File: config.mk
export PLATFORM = sky130hd
export DESIGN_NAME = opbd_cell
export DESIGN_NICKNAME = d
export VERILOG_FILES = /design/src/rtl/opbd_pkg.sv /design/src/rtl/opbd_cell.sv
export SDC_FILE = /design/constraint.sdc
export NUM_CORES = 1
export LEC_CHECK = 0
export BUFFER_PORTS_ARGS = -buffer_cell sky130_fd_sc_hd__buf_4
export CAP_MARGIN = 10
export CORE_ASPECT_RATIO = 0.6
export CORE_MARGIN = 2
export CORE_UTILIZATION = 45
export DETAILED_ROUTE_END_ITERATION = 7
export PLACE_DENSITY = 0.77
export SLEW_MARGIN = 10
export SYNTH_ARGS = -nofsm -noshare
export SYNTH_HDL_FRONTEND = slang
export SYNTH_SLANG_ARGS = --single-unit
File: constraint.sdc
create_clock -name clk -period 5.17 [get_ports clk]
set_input_delay 0.2585 -clock clk [delete_from_list [all_inputs] [get_ports clk]]
set_output_delay 0.2585 -clock clk [all_outputs]
set_load 0.02 [all_outputs]
File: src/rtl/opbd_pkg.sv
// ----------------------------------------------------------------------------
// opbd_pkg
// Constants and types shared by the point ordering block.
// ----------------------------------------------------------------------------
package opbd_pkg;

  localparam int MAX_POINTS = 32;
  localparam int COORD_BITS = 24;

  localparam int IDX_W  = 6;
  localparam int CNT_W  = $clog2(MAX_POINTS + 1);
  localparam int DIFF_W = COORD_BITS + 1;
  localparam int SQ_W   = 2 * COORD_BITS;
  localparam int DIST_W = 2 * COORD_BITS + 3;
  localparam int KEY_W  = DIST_W + 1;

  localparam logic ACT_TARGET = 1'b0;
  localparam logic ACT_POINT  = 1'b1;

  typedef enum logic [1:0] {
    ST_LOAD,
    ST_WAIT,
    ST_DRAIN
  } state_t;

  // Control carried alongside a beat through the distance pipeline.
  typedef struct packed {
    logic             ins;
    logic             clr;
    logic             last;
    logic             present;
    logic [IDX_W-1:0] idx;
  } tag_t;

  typedef struct packed {
    logic [KEY_W-1:0] key;
    logic [IDX_W-1:0] idx;
  } entry_t;

  typedef struct packed {
    logic clr;
    logic shift;
    logic ins;
  } cell_ctl_t;

endpackage

File: src/rtl/opbd_cell.sv
// ----------------------------------------------------------------------------
// opbd_cell
// One slot of the insertion-sort chain: clears, keeps, takes the new entry, or
// takes a neighbor's entry.
// ----------------------------------------------------------------------------
module opbd_cell (
  input  logic               clk,
  input  logic               rst_n,
  input  opbd_pkg::cell_ctl_t ctl,
  input  opbd_pkg::entry_t   new_ent,
  input  logic               keep_prev,
  input  logic               left_vld,
  input  opbd_pkg::entry_t   left_ent,
  input  logic               right_vld,
  input  opbd_pkg::entry_t   right_ent,
  output logic               vld,
  output opbd_pkg::entry_t   ent,
  output logic               keep
);

  logic             vld_r, vld_nxt;
  opbd_pkg::entry_t ent_r, ent_nxt;

  // An equal key stays ahead, so ties keep load order.
  assign keep = vld_r && (ent_r.key <= new_ent.key);

  always_comb begin
    vld_nxt = vld_r;
    ent_nxt = ent_r;
    priority if (ctl.clr) begin
      vld_nxt = 1'b0;
    end else if (ctl.shift) begin
      vld_nxt = right_vld;
      ent_nxt = right_ent;
    end else if (ctl.ins && !keep) begin
      if (keep_prev) begin
        vld_nxt = 1'b1;
        ent_nxt = new_ent;
      end else begin
        vld_nxt = left_vld;
        ent_nxt = left_ent;
      end
    end
  end

  always_ff @(posedge clk) begin
    if (!rst_n) begin
      vld_r <= 1'b0;
    end else begin
      vld_r <= vld_nxt;
    end
  end

  always_ff @(posedge clk) begin
    ent_r <= ent_nxt;
  end

  assign vld = vld_r;
  assign ent = ent_r;

endmodule

==> summary.txt, run 1 <==
Drt
  • Drt pass-1 iters: 5
  • WL final: between 10 and 15 mm
  • DRC: 0
  • Post-DR wirelength/cell: between 15 and 20 um
  • Via Count: roughly 4200
  • Initial DRC Count: between 150 and 200
  • ANT nets after route: 0
  • DR vias/cell: 5.03

Die
  • Effective utilization at floorplan: between 40% and 50%
  • Ports: between 200 and 250
  • Die area: between 0.01 and 0.015 mm2
  • Die height: ~80 um
  • # rows: 27
  • Core region area: ~0.0093 mm2
  • Die W: ~130 um

Global routing
  • Gr ovfl total: 0
  • Vias in the first global route: 4132
  • Initial antenna violation count: 0
  • Overall Global Routing Usage: about a quarter
  • First-pass GRT wire length: ~20 mm
  • Largest net degree at the start of global routing: between 100 and 150

Hold path
  • Hold Path Origin: right_ent[18]
  • Worst Hold Path Cells: 3
  • WHS Endpoint: ent[18]
  • Worst Hold Class: in -> reg

Synth
  • Mapped Avg Cell Area: between 9 and 10 um2
  • Number of synthesized flops with an enable pin: 58
  • Yosys warns: 0
  • Async S/R FF share, synth: 0%
  • Synthesized instance count: about 460
  • Net Count, Synth: 695
  • Post-synth top flop: edfxtp_1
  • Number of library cell types mapped by synthesis: 34
  • Seq cells post-synth: 59
  • Cell area after synthesis: approximately 0.0043 mm2
  • Sequential share of the synthesized area: 40.5%

Worst setup path
  • CP max-delay cell: buf_4
  • R2r startpoint: ent[57]
  • Flop2flop setup slack: roughly 2.0 ns
  • Crit Path Max Fanout: 35
  • CP Launch Type: flip-flop
  • CP peak stage delay: between 0.5 and 0.6 ns
  • Worst-path cell chain: ha_1 > nand4_1 > nor3_1 > a21oi_1 > nand3_1 > and4b_1 > o2bb2ai_4 > buf_4
  • CP Capture Type: flip-flop
  • WP data required: slightly above 5 ns
  • Setup Crit Path Kind: reg -> reg
  • Crit path arrival time: approximately 3.2 ns
  • FF-to-FF End: ent[17]
  • CP top delay family: simple AND/OR/NAND/NOR gates
  • Crit path buf inv count: 1
  • R2R cell count: 8

Flow run
  • Maxcap violations: 0

STA
  • Slew HR: 32.5%
  • RSZ-0062 raised after global routing: no
  • FMAX: 0.313 GHz
  • Setup TNS: 0 ns
  • Final Cycle Share: between 60 and 70%
  • Final Max Tran Viols: 0
  • Final Critical Period: between 3 and 4 ns
  • Final Hold Vio Count: 0
  • Worst Tran Pin Value: between 1 and 1.5 ns
  • Endpoints failing setup: 0
  • Post-route setup slack: between 1.5 and 2 ns
  • Clock skew: 0.00589 ns

Clocking
  • Post-CTS Setup Inserts: 0
  • # hold bufs at CTS: 0
  • CTS H-Tree Depth: 3
  • Clk buf depth: 2
  • Root Driver: clkbuf_16
  • Cts repair resizes: 0
  • CTS tree: done
  • Worst skew pair latency: roughly 0.33 ns
  • CTS Sinks: about 60
  • Clock slew at reported path FFs: 0.05 ns
  • CTS buffer count: 9

Cells and area
  • Fin cells: a little over 800
  • Nets: between 900 and 1000
  • Area grow syn2layout: 50.0%
  • Layout cell share with drive strength beyond 1: a little under two fifths
  • ANT cells: 0
  • Final core occ: between 70% and 80%

Power
  • Total power: 1600 uW
  • P_leak: 0.00329 uW
  • Worst VDD drop: ~0.18 mV
  • PD cells: roughly 250 mW/mm2

Outcome
  • Status: finished, final reports clean

Placed design
  • Port Buffers: approximately 240
  • Placed cells: ~810
  • Pre-CTS setup slack: between 2 and 2.5 ns
  • Hpwl dp: roughly 11 mm
  • Routability Congestion: roughly 0.81
[worst min-delay path: cells and delay by family]
kind,cells,cell delay [ns]
buffers and inverters,1,0.08
AO/OA/AOI/OAI,1,0.05
AND/OR/NAND/NOR,1,0.04
[stage by stage]
step                hold slack [ns]  instance area [um2]
floorplan                     0.417                 4350
global placement              0.512                 6270
detailed placement            0.540                 6270
CTS                           0.202                 6520
global route                  0.210                 6520
finish                        0.211                 6520
[final cells by class]
class	instances	area, um2
Clock buffer	13	240
Clock inverter	3	15.0
Fill cell	770	2770
Inverter	56	210
Timing Repair Buffer	242	1820
Sequential cell	59	1760
Multi-Input combinational cell	326	2310
Tap cell	130	163
[cells in the mapped netlist (2+ instances only)]
cell type | number | area, um2
o21ai_0 | 67 | 335
buf_1 | 2 | 7.51
a22oi_1 | 2 | 15.0
edfxtp_1 | 58 | 1740
buf_2 | 4 | 20.0
inv_1 | 56 | 210
nand3_1 | 2 | 10.0
clkbuf_1 | 14 | 52.6
mux2i_1 | 58 | 581
nand4_2 | 2 | 25.0
ha_1 | 52 | 651
nand2_1 | 77 | 289
nor3_1 | 4 | 20.0
a21oi_1 | 27 | 135
nor2_1 | 10 | 37.5
nand4_1 | 8 | 50.1
[flip-flops by register name, indices dropped and copies added (netlist names)]
register,cells
ent,58
vld,1
[worst max-delay path by stage]
stage | end | start | cells past startpoint
after floorplan | ent[0] | ctl[1] | 4
after global routing | ent[3] | ent[57] | 8
final | ent[17] | ent[57] | 8
after CTS | ent[10] | ent[57] | 8
after detailed placement | ent[22] | ent[57] | 8
after global placement | ent[46] | ent[57] | 8
[routing by layer]
| metal | global-route usage [%] | vias to the layer above | part of all wire (%) |
|---|---|---|---|
| li1 | - | 2114 | - |
| met1 | 31.4 | 1889 | 43 |
| met2 | 44.1 | 163 | 48 |
| met3 | 7.79 | 8 | 8.0 |
| met4 | 6.06 | 0 | 0.82 |
| met5 | 0 | - | 0 |
[report_power, final]
| part | leakage [uW] | total, uW | switching, uW | internal [uW] |
|---|---|---|---|---|
| clock | 0.000127 | 525 | 203 | 322 |
| sequential | 0.000574 | 607 | 22.8 | 584 |
| combinational | 0.00259 | 470 | 244 | 225 |
| total | 0.00329 | 1600 | 470 | 1130 |
[layout by cell type, fill, tap and decap left out, drive strengths merged, types with 2 or more instances in the layout]
master	count
nor3	4
nand3	2
clkinv	3
ha	52
inv	56
a221oi	2
o21ai	68
clkbuf	13
nor2	10
nor4	2
mux2i	58
a22oi	2
nand4	10
a21oi	27
buf	242
edfxtp	58
nand2	77
[logic make-up after synthesis]
logic type,count (synthesis),synth area share (%)
and+or+nand+nor,110,11.4
AOI/OAI and AO/OA,106,13.1
buffers and inverters,76,6.68
DFF,59,40.5
muxes,58,13.4
adders and majority gates,52,15.0
No activity file was read; power rests on OpenSTA's default activity.
==> inputs of run 2 (changes only) <==
ABC_AREA = 1   (was default)
CORE_UTILIZATION = 41   (was 45)
PLACE_DENSITY = 0.74   (was 0.77)
clock period = 2.9 ns   (was 5.17 ns; I/O delays follow)
==> summary.txt, run 2 <==
Clocking
  • CTS H-Tree Depth: 3 (unchanged)
  • Root Driver: clkbuf_16
  • CTS buffer count: 9 (unchanged)
  • Cts repair resizes: 0 (unchanged)
  • CTS tree: done
  • Clk buf depth: 2 (unchanged)
  • Clock slew at reported path FFs: 0.05 ns (about the same)
  • Post-CTS Setup Inserts: 0 (unchanged)
  • CTS Sinks: 59 (unchanged)
  • # hold bufs at CTS: 0 (unchanged)
  • Worst skew pair latency: 0.33 ns (about the same)

Cells and area
  • Final core occ: 63.3% (-6.9 points)
  • Most frequent cells in the layout: buf_4, a21oi_1, nand2_1, nor2_1, inv_1
  • Number of flip-flops in the largest register: 58 (unchanged)
  • Layout cell share with drive strength beyond 1: 35.3% (-2.0 points)
  • Nets: 1030 (+11%)
  • Area grow syn2layout: 50.7%
  • Design area: 0.00666 mm2 (+2.1%)
  • ANT cells: 0 (unchanged)
  • Fin cells: 940 (+13%)
  • Commonest non-fill, non-tap cell in the layout: buf_4

STA
  • Slew HR: 28.6% (-3.9 points)
  • Final Critical Period: 2.44 ns (-0.758 ns)
  • Endpoints failing setup: 0 (unchanged)
  • Setup TNS: 0 ns (unchanged)
  • Final Hold Vio Count: 0 (unchanged)
  • Clock skew: 0.00911 ns (+0.00323 ns)
  • RSZ-0062 raised after global routing: no
  • Post-route setup slack: 0.463 ns (-1.51 ns)
  • FMAX: 0.410 GHz (+31%)
  • Worst Tran Pin Value: 1.07 ns (+0.0571 ns)
  • Final Cycle Share: 84.0% (+22 points)
  • Final Max Tran Viols: 0 (unchanged)

Synth
  • Top post-synthesis cells by count: a21oi_1, nand2_1, nor2_1, inv_1, edfxtp_1
  • Yosys warns: 0 (unchanged)
  • XOR/XNOR share of the synthesized area: 0% (unchanged)
  • Number of synthesized flops with an enable pin: 58 (unchanged)
  • Post-synthesis mux area share: 0% (-13 points)
  • Main combinational cell family by area after synthesis: simple AND/OR/NAND/NOR gates
  • Net Count, Synth: 800 (+15%)
  • Top cells by area, synth: edfxtp_1, a21oi_1, ha_1, nand2_1, nor2_1
  • Cell area after synthesis: 0.00442 mm2 (+1.6%)
  • Seq cells post-synth: 59 (unchanged)
  • Sequential share of the synthesized area: 39.9% (-0.65 points)
  • Post-synth top flop: edfxtp_1
  • Simple-gate share of the synthesized area: 19.6% (+8.2 points)
  • Async S/R FF share, synth: 0% (unchanged)
  • Number of library cell types mapped by synthesis: 25 (-26%)
  • Compound-Gate Fraction of Synth Area: 17.1% (+4.0 points)
  • Synthesized instance count: 566 (+23%)
  • Yosys top cell area share: 39.4% (-0.65 points)
  • Yosys top cell by area: edfxtp_1
  • Synth Area in Adders: 14.7% (-0.24 points)
  • Mapped Avg Cell Area: 7.81 um2 (-17%)
  • Most frequent cell after synthesis: a21oi_1

Worst setup path
  • CP Capture Type: flip-flop
  • Crit Path Max Fanout: 44 (+26%)
  • Flop2flop setup slack: 0.46 ns (-1.51 ns)
  • CP top delay family: simple AND/OR/NAND/NOR gates
  • Worst-path cell chain: ha_1 > nand4_1 > nor2_2 > nand3_2 > nor2_2 > nand2_1 > nand3_2 > nand2_1 > nand2_2 > nand2_2 > a21oi_4 > buf_12
  • Crit path arrival time: 2.45 ns (-0.71 ns)
  • R2R cell count: 12 (+4)
  • Setup Crit Path Kind: reg -> reg
  • CP max-delay cell: edfxtp_1
  • R2r startpoint: ent[41]
  • FF-to-FF End: ent[12]
  • CP Launch Type: flip-flop
  • Crit path buf inv count: 1 (unchanged)
  • WP data required: 2.91 ns (-2.22 ns)
  • CP peak stage delay: 0.41 ns (-0.15 ns)

Drt
  • Via Count: 4650 (+11%)
  • WL final: 14.0 mm (+3.0%)
  • ANT nets after route: 0 (unchanged)
  • Drt pass-1 iters: 4 (-1)
  • Initial DRC Count: 229 (+36%)
  • DRC: 0 (unchanged)
  • Post-DR wirelength/cell: 14.9 um (-9.1%)
  • DR vias/cell: 4.95 (-1.8%)

Placed design
  • Hpwl dp: 10.8 mm (-0.36%)
  • Placed inst area: 0.00636 mm2 (+1.6%)
  • Routability Congestion: 0.889 (+9.5%)
  • Placed cells: 924 (+14%)
  • Pre-CTS setup slack: 0.457 ns (-1.56 ns)
  • Port Buffers: 241 (unchanged)

Flow run
  • Maxcap violations: 0 (unchanged)

Global routing
  • Largest net degree at the start of global routing: 61 (-49%)
  • Gr ovfl total: 0 (unchanged)
  • Vias in the first global route: 4748 (+15%)
  • Initial antenna violation count: 0 (unchanged)
  • First-pass GRT wire length: 22.7 mm (+12%)
  • Overall Global Routing Usage: 23.9% (-1.6 points)

Power
  • P_leak: 0.00335 uW (+1.8%)
  • PD cells: 435 mW/mm2 (+77%)
  • Worst VDD drop: 0.295 mV (+67%)

Die
  • Core region area: 0.0105 mm2 (+13%)
  • Die area: 0.0117 mm2 (+11%)
  • Die W: 138 um (+5.4%)
  • # rows: 29 (+7.4%)
  • Ports: 242 (unchanged)
  • Die height: 84.4 um (+5.3%)
  • Effective utilization at floorplan: 42.0% (-4.8 points)

Hold path
  • Worst Hold Class: in -> reg
  • Worst Hold Path Cells: 3 (unchanged)
  • WHS Endpoint: vld
  • Hold Path Origin: rst_n

Outcome
  • Status: finished, final reports clean
-- run 2: cell types whose count changed after synthesis, moves of 4 or more --
cell / previous run / this run
o21ai_0: 67 / 3
nor2_2: 0 / 5
nand2_1: 77 / 119
nand4_1: 8 / 2
nor3_1: 4 / 0
mux2i_1: 58 / 0
nand2_2: 0 / 5
nor2_1: 10 / 69
a21oi_1: 27 / 137
buf_2: 4 / 8
inv_1: 56 / 68
-- run 2: worst min-delay path, cell delays in order --
cell and delay [ns]:
buf_4 0.11, nand3b_1 0.10, a21oi_2 0.04
-- run 2: final cells by class --
cell class | count | area, um2
repair buffers | 245 | 1850
flip-flops and latches | 59 | 1760
multi-input cells | 410 | 2310
clock buffers | 9 | 225
fillers | 929 | 3860
well taps | 139 | 174
inverters | 71 | 267
clock inverters | 7 | 68.8
-- run 2: metrics by stage --
step | power, uW | hold slack [ns]
2_1_floorplan | 1470 | 0.300
3_3_place_gp | 1840 | 0.417
3_5_place_dp | 1860 | 0.449
4_1_cts | 2910 | 0.112
5_1_grt | 3050 | 0.112
6_report | 2890 | 0.131
-- run 2: kinds of logic after synthesis --
group	count (synthesis)
compound gates	147
fa+ha+maj	52
simple gates	211
flops	59
buf+inv	97
-- run 2: worst max path at each step --
stage / from / end / slack (ns) / cells past startpoint
global placement: ent[19] / ent[12] / 0.52 / 14
finish: ent[41] / ent[12] / 0.46 / 12
detailed placement: ent[57] / ent[12] / 0.46 / 12
CTS: ent[57] / ent[36] / 0.46 / 12
floorplan: ent[21] / ent[0] / -0.08 / 13
global route: ent[18] / ent[34] / 0.25 / 14
-- run 2: per-layer routing --
layer	part of all wire, %	track usage (%)
met1	43	30.6
met2	47	40.6
met3	8.4	7.07
met4	1.2	5.47
met5	0	0
-- run 2: where the power goes --
| part | total (uW) | leakage (uW) | switching, uW | internal, uW |
|---|---|---|---|---|
| Clock | 1050 | 0.000141 | 391 | 660 |
| Sequential | 1060 | 0.000559 | 35.0 | 1020 |
| Combinational | 788 | 0.00265 | 409 | 378 |
| Total | 2890 | 0.00335 | 836 | 2060 |
==> inputs of run 3 (changes only) <==
CORE_UTILIZATION = 46   (was 41)
PLACE_DENSITY = 0.78   (was 0.74)
clock period = 2.5 ns   (was 2.9 ns; I/O delays follow)
==> summary.txt, run 3 (same netlist as run 2, synthesis figures left out) <==
Die
  • Die area: 0.0104 mm2 (-10%)
  • Die W: 131 um (-5.4%)
  • # rows: 27 (-6.9%)
  • Ports: 242 (unchanged)
  • Effective utilization at floorplan: 47.7% (+5.7 points)
  • Die height: 79.9 um (-5.3%)
  • Core region area: 0.00926 mm2 (-12%)

Placed design
  • Placed inst area: 0.00640 mm2 (+0.61%)
  • Hpwl dp: 11.2 mm (+3.6%)
  • Port Buffers: 241 (unchanged)
  • Routability Congestion: 0.836 (-6.0%)

Global routing
  • Largest net degree at the start of global routing: 60 (-1.6%)
  • Initial antenna violation count: 0 (unchanged)
  • Gr ovfl total: 0 (unchanged)
  • First-pass GRT wire length: 21.5 mm (-5.2%)
  • Vias in the first global route: 4586 (-3.4%)
  • Overall Global Routing Usage: 26.9% (+3.0 points)

Cells and area
  • Area grow syn2layout: 54.6%
  • Design area: 0.00683 mm2 (+2.6%)
  • Final core occ: 73.8% (+11 points)
  • Commonest non-fill, non-tap cell in the layout: buf_4
  • Layout cell share with drive strength beyond 1: 36.6% (+1.3 points)
  • Register Area: 0.00176 mm2 (unchanged)
  • Fillers: 723 (-22%)
  • Nets: 1041 (+1.1%)
  • Area of the multi-input gates: 0.00239 mm2 (+3.6%)
  • ANT cells: 0 (unchanged)
  • Number of flip-flops in the largest register: 58 (unchanged)
  • Most frequent cells in the layout: buf_4, a21oi_1, nand2_1, inv_1, nor2_1

Drt
  • Via Count: 4745 (+2.0%)
  • Drt pass-1 iters: 5 (+1)
  • DR vias/cell: 5.04 (+1.9%)
  • WL final: 14.4 mm (+2.7%)
  • ANT nets after route: 0 (unchanged)
  • DRC: 0 (unchanged)
  • Initial DRC Count: 191 (-17%)
  • Post-DR wirelength/cell: 15.3 um (+2.6%)

STA
  • Hold slack final: 0.0734 ns (-0.0573 ns)
  • Endpoints failing setup: 0 (unchanged)
  • Final Critical Period: 2.48 ns (+0.0439 ns)
  • Setup TNS: 0 ns (unchanged)
  • Final Hold Vio Count: 0 (unchanged)
  • FMAX: 0.403 GHz (-1.8%)
  • Final Cycle Share: 99.3% (+15 points)
  • Final Max Tran Viols: 0 (unchanged)
  • Slew HR: 53.1% (+25 points)
  • Worst Tran Pin Value: 0.702 ns (-0.368 ns)
  • Clock skew: 0.00371 ns (-0.00540 ns)

Power
  • Sw frac: 29.1% (+0.26 points)
  • Total power: 3250 uW (+12%)
  • PD cells: 476 mW/mm2 (+9.6%)
  • Worst VDD drop: 0.454 mV (+54%)
  • P_leak: 0.00341 uW (+1.9%)
  • Seq pwr share: 37.7% (+1.2 points)
  • P_sw: 948 uW (+13%)
  • Gate power share: 29.6% (+2.4 points)
  • Share of power burned in the clock network: 32.7% (-3.6 points)
  • Pint: 2310 uW (+12%)

Worst setup path
  • Worst Setup SP: ent[41]
  • CP endpoint: ent[23]
  • FF-to-FF End: ent[23]
  • WP data required: 2.55 ns (-0.36 ns)
  • CP Launch Type: flip-flop
  • R2r startpoint: ent[41]
  • Crit path arrival time: 2.53 ns (+0.08 ns)
  • R2R cell count: 13 (+1)
  • CP Capture Type: flip-flop
  • Crit Path Max Fanout: 6 (-86%)
  • Flop2flop setup slack: 0.02 ns (-0.44 ns)
  • Setup Crit Path Kind: reg -> reg

Clocking
  • CTS H-Tree Depth: 3 (unchanged)
  • Worst skew pair latency: 0.33 ns (about the same)
  • CTS buffer count: 9 (unchanged)
  • Clk buf depth: 2 (unchanged)
  • CTS Sinks: 59 (unchanged)
  • CTS tree: done
  • Root Driver: clkbuf_16
  • Clock slew at reported path FFs: 0.05 ns (about the same)

Outcome
  • Status: finished, final reports clean

Flow run
  • Maxcap violations: 0 (unchanged)

Hold path
  • Worst Hold Class: in -> reg
  • Worst Hold Path Cells: 3 (unchanged)
[run 3: cell count changes in the layout (fill, tap and decap cells not counted), moves of 2 or more]
cell | before | now
nor2_1 | 69 | 67
clkinv_1 | 0 | 3
buf_6 | 0 | 2
clkinvlp_4 | 2 | 0
buf_12 | 1 | 4
ha_1 | 50 | 45
nor2_4 | 1 | 3
buf_4 | 244 | 249
ha_4 | 2 | 7
[run 3: worst min path at each step]
stage	from	end	slack [ns]
after floorplan	rst_n	vld	0.28
after detailed placement	rst_n	vld	0.41
after global placement	rst_n	vld	0.40
after global routing	rst_n	vld	0.07
final	rst_n	vld	0.07
after CTS	rst_n	vld	0.06
[run 3: repair_timing]
action,4_1_cts,5_1_grt
setup endpoints to repair,0,58
hold buffers,0,0
gates resized for setup,0,14
buffers inserted,0,4
[run 3: final cells by class]
| class | count | area share [%] |
|---|---|---|
| clock inverter | 5 | 0.311 |
| timing repair buffer | 256 | 29.2 |
| inverter | 71 | 3.90 |
| tap | 130 | 2.38 |
| multi-input combinational | 410 | 35.0 |
| clock buffer | 10 | 3.35 |
| sequential | 59 | 25.8 |
[run 3: routing by layer]
layer / wire (um) / GRT usage [%] / share of wire (%)
met1: 5970 / 32.2 / 41
met2: 7170 / 47.3 / 50
met3: 1050 / 7.31 / 7.3
met4: 226 / 8.51 / 1.6
met5: 0 / 0 / 0
[run 3: per-stage QoR]
| step | std cells | worst slack (ns) |
|---|---|---|
| final | 941 | 0.0187 |
| after global routing | 941 | -0.0314 |
| after CTS | 935 | 0.00564 |
| after detailed placement | 920 | 0.0237 |
| after global placement | 920 | 0.103 |
| after floorplan | 566 | -0.481 |
[run 3: power groups by stage]
stage	logic [uW]	clock network, uW	registers, uW
final	962	1060	1230
after global routing	1060	1120	1230
after CTS	927	1080	1230
after detailed placement	922	0	1240
after global placement	899	0	1240
after floorplan	382	0	1320
[run 3: critical path: stages (launching register included)]
cell	delay, ns
edfxtp_1	0.45
ha_4	0.32
nand4_1	0.14
nor2_2	0.17
nand3_2	0.10
nor2_4	0.15
nand2_1	0.08
nand3_2	0.05
nand2_1	0.06
nand2_2	0.07
nand2_2	0.08
a21oi_4	0.20
buf_12	0.17
clkbuf_16	0.15
